--- config.mk ---
export PLATFORM = sky130hd
export DESIGN_NAME = slc_ram
export DESIGN_NICKNAME = d
export VERILOG_FILES = /design/src/hdl/slc_ram.sv
export SDC_FILE = /design/constraint.sdc
export NUM_CORES = 1
export LEC_CHECK = 0
export BUFFER_PORTS_ARGS = -buffer_cell sky130_fd_sc_hd__buf_2
export CAP_MARGIN = 25
export CORE_ASPECT_RATIO = 1.4
export CORE_MARGIN = 5
export CORE_UTILIZATION = 35
export CTS_CLUSTER_DIAMETER = 200
export CTS_CLUSTER_SIZE = 8
export DETAILED_ROUTE_END_ITERATION = 12
export PLACE_DENSITY = 0.56
export RECOVER_POWER = 50
export SLEW_MARGIN = 20
export SYNTH_ARGS = -nofsm -noshare
export SYNTH_HDL_FRONTEND = slang
export SYNTH_SLANG_ARGS = --single-unit
--- constraint.sdc ---
create_clock -name clk -period 2.8 [get_ports clk]
set_input_delay 0.7 -clock clk [delete_from_list [all_inputs] [get_ports clk]]
set_output_delay 0.7 -clock clk [all_outputs]
set_load 0.05 [all_outputs]
--- src/hdl/slc_ram.sv ---
// ----------------------------------------------------------------------------
// slc_ram
// Generic simple dual-port RAM with one write port and a registered read.
// ----------------------------------------------------------------------------
module slc_ram #(
  parameter int WIDTH = 8,
  parameter int DEPTH = 16
) (
  input  logic                                     clk,
  input  logic                                     we,
  input  logic [((DEPTH > 1) ? $clog2(DEPTH) : 1)-1:0] waddr,
  input  logic [WIDTH-1:0]                         wdata,
  input  logic                                     re,
  input  logic [((DEPTH > 1) ? $clog2(DEPTH) : 1)-1:0] raddr,
  output logic [WIDTH-1:0]                         rdata
);

  logic [WIDTH-1:0] mem [DEPTH];

  always_ff @(posedge clk) begin
    if (we) begin
      mem[waddr] <= wdata;
    end
    if (re) begin
      rdata <= mem[raddr];
    end
  end

endmodule

==> Yosys cells after proc, flatten, opt, wreduce, memory -nomap -nowiden <==
Memory sizes are Yosys's and may differ from the RTL's. A register that Yosys moved wholly into a read port is not among the register bits.
Index checks and enable logic that the tools add are counted.
Widths: inputs -> output; s select.
{ "totals": {"regBits": 0, "ram_bits": 128, "inputBits": 19, "output_inout_bits": 8, "elab_cells": 3, "n_memories": 1} }
{ "classes": {"mux": 2} }
{ "memory_table": {"columns": ["name", "words", "width", "rd", "rd_ports_with_merged_regs", "write_ports", "line_no", "source"], "rows": [
  ["mem", 16, 8, 1, 1, 1, "18", "logic [WIDTH-1:0] mem [DEPTH];"]
]} }
{ "ops": {"columns": ["op", "n"], "rows": [
  ["$mux 1", 2]
]} }

==> Depth between registers and ports, before layout <==
{ "depth": {"word_depth": 2, "depth_mapped": 5, "depth_no_buf": 3} }

==> Worst setup path before layout <==
Ideal clock, no wire load.
{ "synth_path": {"path_kind": "input -> register", "start": "input waddr[2] in the netlist's numbering", "end": "memory mem[0][0], enable pin", "setup_ns": 0.383, "arrival_ns": 1.810, "required_ns": 2.417, "setup_slack_ns": 0.607, "cell_stages": 2, "n_path_buf": 0, "cell_sequence": "or3b_2 > nor3_1"} }
{ "synth_lines": {"columns": ["element", "line_no", "source"], "rows": [
  ["start: declaration", "11", "input logic [((DEPTH > 1) ? $clog2(DEPTH) : 1)-1:0] waddr,"],
  ["end: declaration", "18", null]
]} }
Straight into the memory's write port.

==> run_results.csv <==
group,metric,value,unit
global_routing,antenna_found_initial,0,
placement,globalplace.congestion,0.7486,
detailed_routing,routed_via_density,4.980,
clock_network,cts.sinks,136,
clock_network,clkLatencyLatePin,0.41,ns
detailed_routing,detail_route.first_pass.iterations,4,
timing,setup_violations,0,
detailed_routing,routed_wl,10.58,mm
critical_path,rr_worst_depth,3,
power_and_ir_drop,power_density,758.3,nW/um2
global_routing,track_usage,0.1305,
critical_path,crit_type,"input port to flop",
synth,synth_seq_area_share,0.7812,
synth,syn-num-nets,248,
timing,post-route-period-util,0.7160,
critical_path,crit_arrival,2.16,ns
timing,skew,0.007586,ns
floorplan,core_area,14850,um2
floorplan,die_h,154.6,um
detailed_routing,initialDrtViolationCount,192,
clock_network,hold_buffers,0,
floorplan,rows,53,
power_and_ir_drop,p_switching,0.001037,W
worst_hold_path,hold_start,"waddr[0]",
final_layout,nets,305,
critical_path,cp-end-kind,"flop",
synth,synth_area,5228,um2
floorplan,start_util,0.3519,
final_layout,final_area,6264,um2
final_layout,diodes,0,
detailed_routing,vias,2445,
placement,portBuffers,26,
global_routing,grt_start_max_net_pins,17,
power_and_ir_drop,seq_power_share,0.485,
synth,ys_ff_latch,136,
floorplan,die_w,113.3,um
floorplan,io_pins,27,
power_and_ir_drop,p_leak,2.078,nW
clock_network,clk_pin_slew,0.06,ns
floorplan,die-area,17510,um2
critical_path,crit-reg2reg-launch,"mem[6][0]",
placement,dpl_cell_area,5689,um2
outcome,status,"finished clean",
final_layout,drive_gt1_frac,0.2910,
synth,yosysUniqueCellTypes,18,
power_and_ir_drop,p_clk_frac,0.464,
clock_network,cts_setup_buffers,0,
worst_hold_path,whs_path_depth,2,
final_layout,final_cells,491,
power_and_ir_drop,intPower,0.003713,W
synth,synth_top_area_share,0.7812,
power_and_ir_drop,comb_power_share,0.051,
critical_path,r2r_slack,1.24,ns
global_routing,grt_pass1_vias,2675,
global_routing,grt_pass1_wl,16.37,mm
synth,synth_top_area_cell,"edfxtp_1",
timing,rsz0062_at_grt,"no",
job,drv_cap,0,
timing,worstMarginPinSlew,0.7599,ns
worst_hold_path,min_to,"mem[4][6]",
clock_network,tritoncts,"done",
timing,hold_violations,0,
timing,max_slew_margin,0.4934,
synth,synthCells,229,
detailed_routing,route.detailed.drc,0,
clock_network,clk_path_buf_depth,2,
placement,place_inst,459,
power_and_ir_drop,vdd_ir_drop_max,0.3540,mV
synth,syn-mean-instance-area,22.83,um2
critical_path,crit_fanout,8,
clock_network,cts_root_buf,"clkbuf_16",
clock_network,h-tree-depth,4,
timing,final.setup.tns,0,ns
global_routing,grt_overflow,0,
timing,max_freq,498.8,MHz
detailed_routing,wl_per_cell,21.55,um
synth,yosysWarnings,0,
clock_network,cts_buffers,17,
critical_path,start_kind,"input port",
critical_path,worstPathRequired,2.95,ns
placement,hpwlAfterDp,7.220,mm
timing,fin_crit,2.005,ns
critical_path,r2r-end,"rdata[0]",
synth,yosys-top-cells-area,"edfxtp_1 78%, mux4_2 7.8%, mux4_1 7.0%",
timing,drv_slew,0,
worst_hold_path,worstHoldPathType,"input port to flop",
power_and_ir_drop,switching_share,0.2183,
final_layout,area_growth,19.82,%
clock_network,cts_resized,0,
detailed_routing,ant_nets,0,
## worst max-delay path, stage by stage
cell and delay [ns]:
buf_2 0.23, buf_4 0.23, mux4_1 0.58, a22oi_1 0.31
nand2_1 0.10
## power by group through the flow
| stage | Clock, W | Combinational [W] | Sequential, W |
|---|---|---|---|
| floorplan | 0 | 0.000116 | 0.00238 |
| global placement | 0 | 0.000247 | 0.00235 |
| detailed placement | 0 | 0.000250 | 0.00235 |
| CTS | 0.00224 | 0.000251 | 0.00231 |
| global route | 0.00234 | 0.000263 | 0.00231 |
| finish | 0.00220 | 0.000242 | 0.00231 |
## layout by cell type (no fill, tap or decap)
master	n
inv_6	8
nor3_1	4
bufinv_16	2
and2_1	1
nand2b_1	2
nand3_1	1
mux4_1	14
clkinv_1	1
a22oi_1	16
and2b_1	1
nor2_1	13
or3b_2	1
edfxtp_1	136
clkinv_4	1
mux4_2	18
buf_12	1
clkbuf_16	17
nor2b_1	1
buf_4	20
clkbuf_1	11
clkinvlp_4	3
nand2_1	9
buf_2	16
nand3b_1	2
## metrics by stage
stage          setup WS, ns  utilization  hold WS, ns  power (W)
2_1_floorplan        0.6071            -       0.7048   0.002496
3_3_place_gp         0.3698       0.3830       0.7362   0.002594
3_5_place_dp         0.3504       0.3830       0.7453   0.002599
4_1_cts              0.7980       0.4228       0.6460   0.004797
5_1_grt              0.7587       0.4217       0.7429   0.004910
6_report             0.7952       0.4217       0.7450   0.004750
## routing by layer
layer  track usage  wire length (um)
met3       0.02896               289
met2        0.2237              5722
met4       0.05842               200
met5             0                 0
met1        0.1567              4368
## cells in the mapped netlist, drive strengths merged
master           n
mux4            32
edfxtp         136
and2             1
buf              7
or3b             1
nor2b            1
clkdlybuf4s25    3
nand2b           2
nor3             4
a22oi           16
nand3b           2
nand3            1
nand2            9
and2b            1
nor2            13
## worst max path at each step
stage	start	to	slack, ns	depth (start not counted)
final	raddr[0]	rdata[0]	0.80	5
after global routing	raddr[0]	rdata[0]	0.76	5
after CTS	raddr[0]	rdata[0]	0.80	5
after detailed placement	raddr[0]	rdata[0]	0.35	5
after global placement	raddr[0]	rdata[0]	0.37	5
after floorplan	waddr[2]	mem[0][0]	0.61	2
## layout make-up
cell class	instances	area [um2]
clock inverter	15	165.2
tap	192	240.2
timing repair buffer	48	291.5
multi-input combinational	83	1057
clock buffer	17	425.4
fill	1324	8591
sequential	136	4084
## flip-flops by register name (all words and copies together), names as in the netlist
| name | cells |
|---|---|
| mem | 128 |
| rdata | 8 |
## cell families after synthesis
| logic type | after synthesis | synth area share |
|---|---|---|
| flops | 136 | 0.7812 |
| simple gates | 35 | 0.03136 |
| mux | 32 | 0.1479 |
| compound gates | 16 | 0.02298 |
| buf+inv | 10 | 0.01651 |
Note: power is estimated with default switching activity, not from simulation.
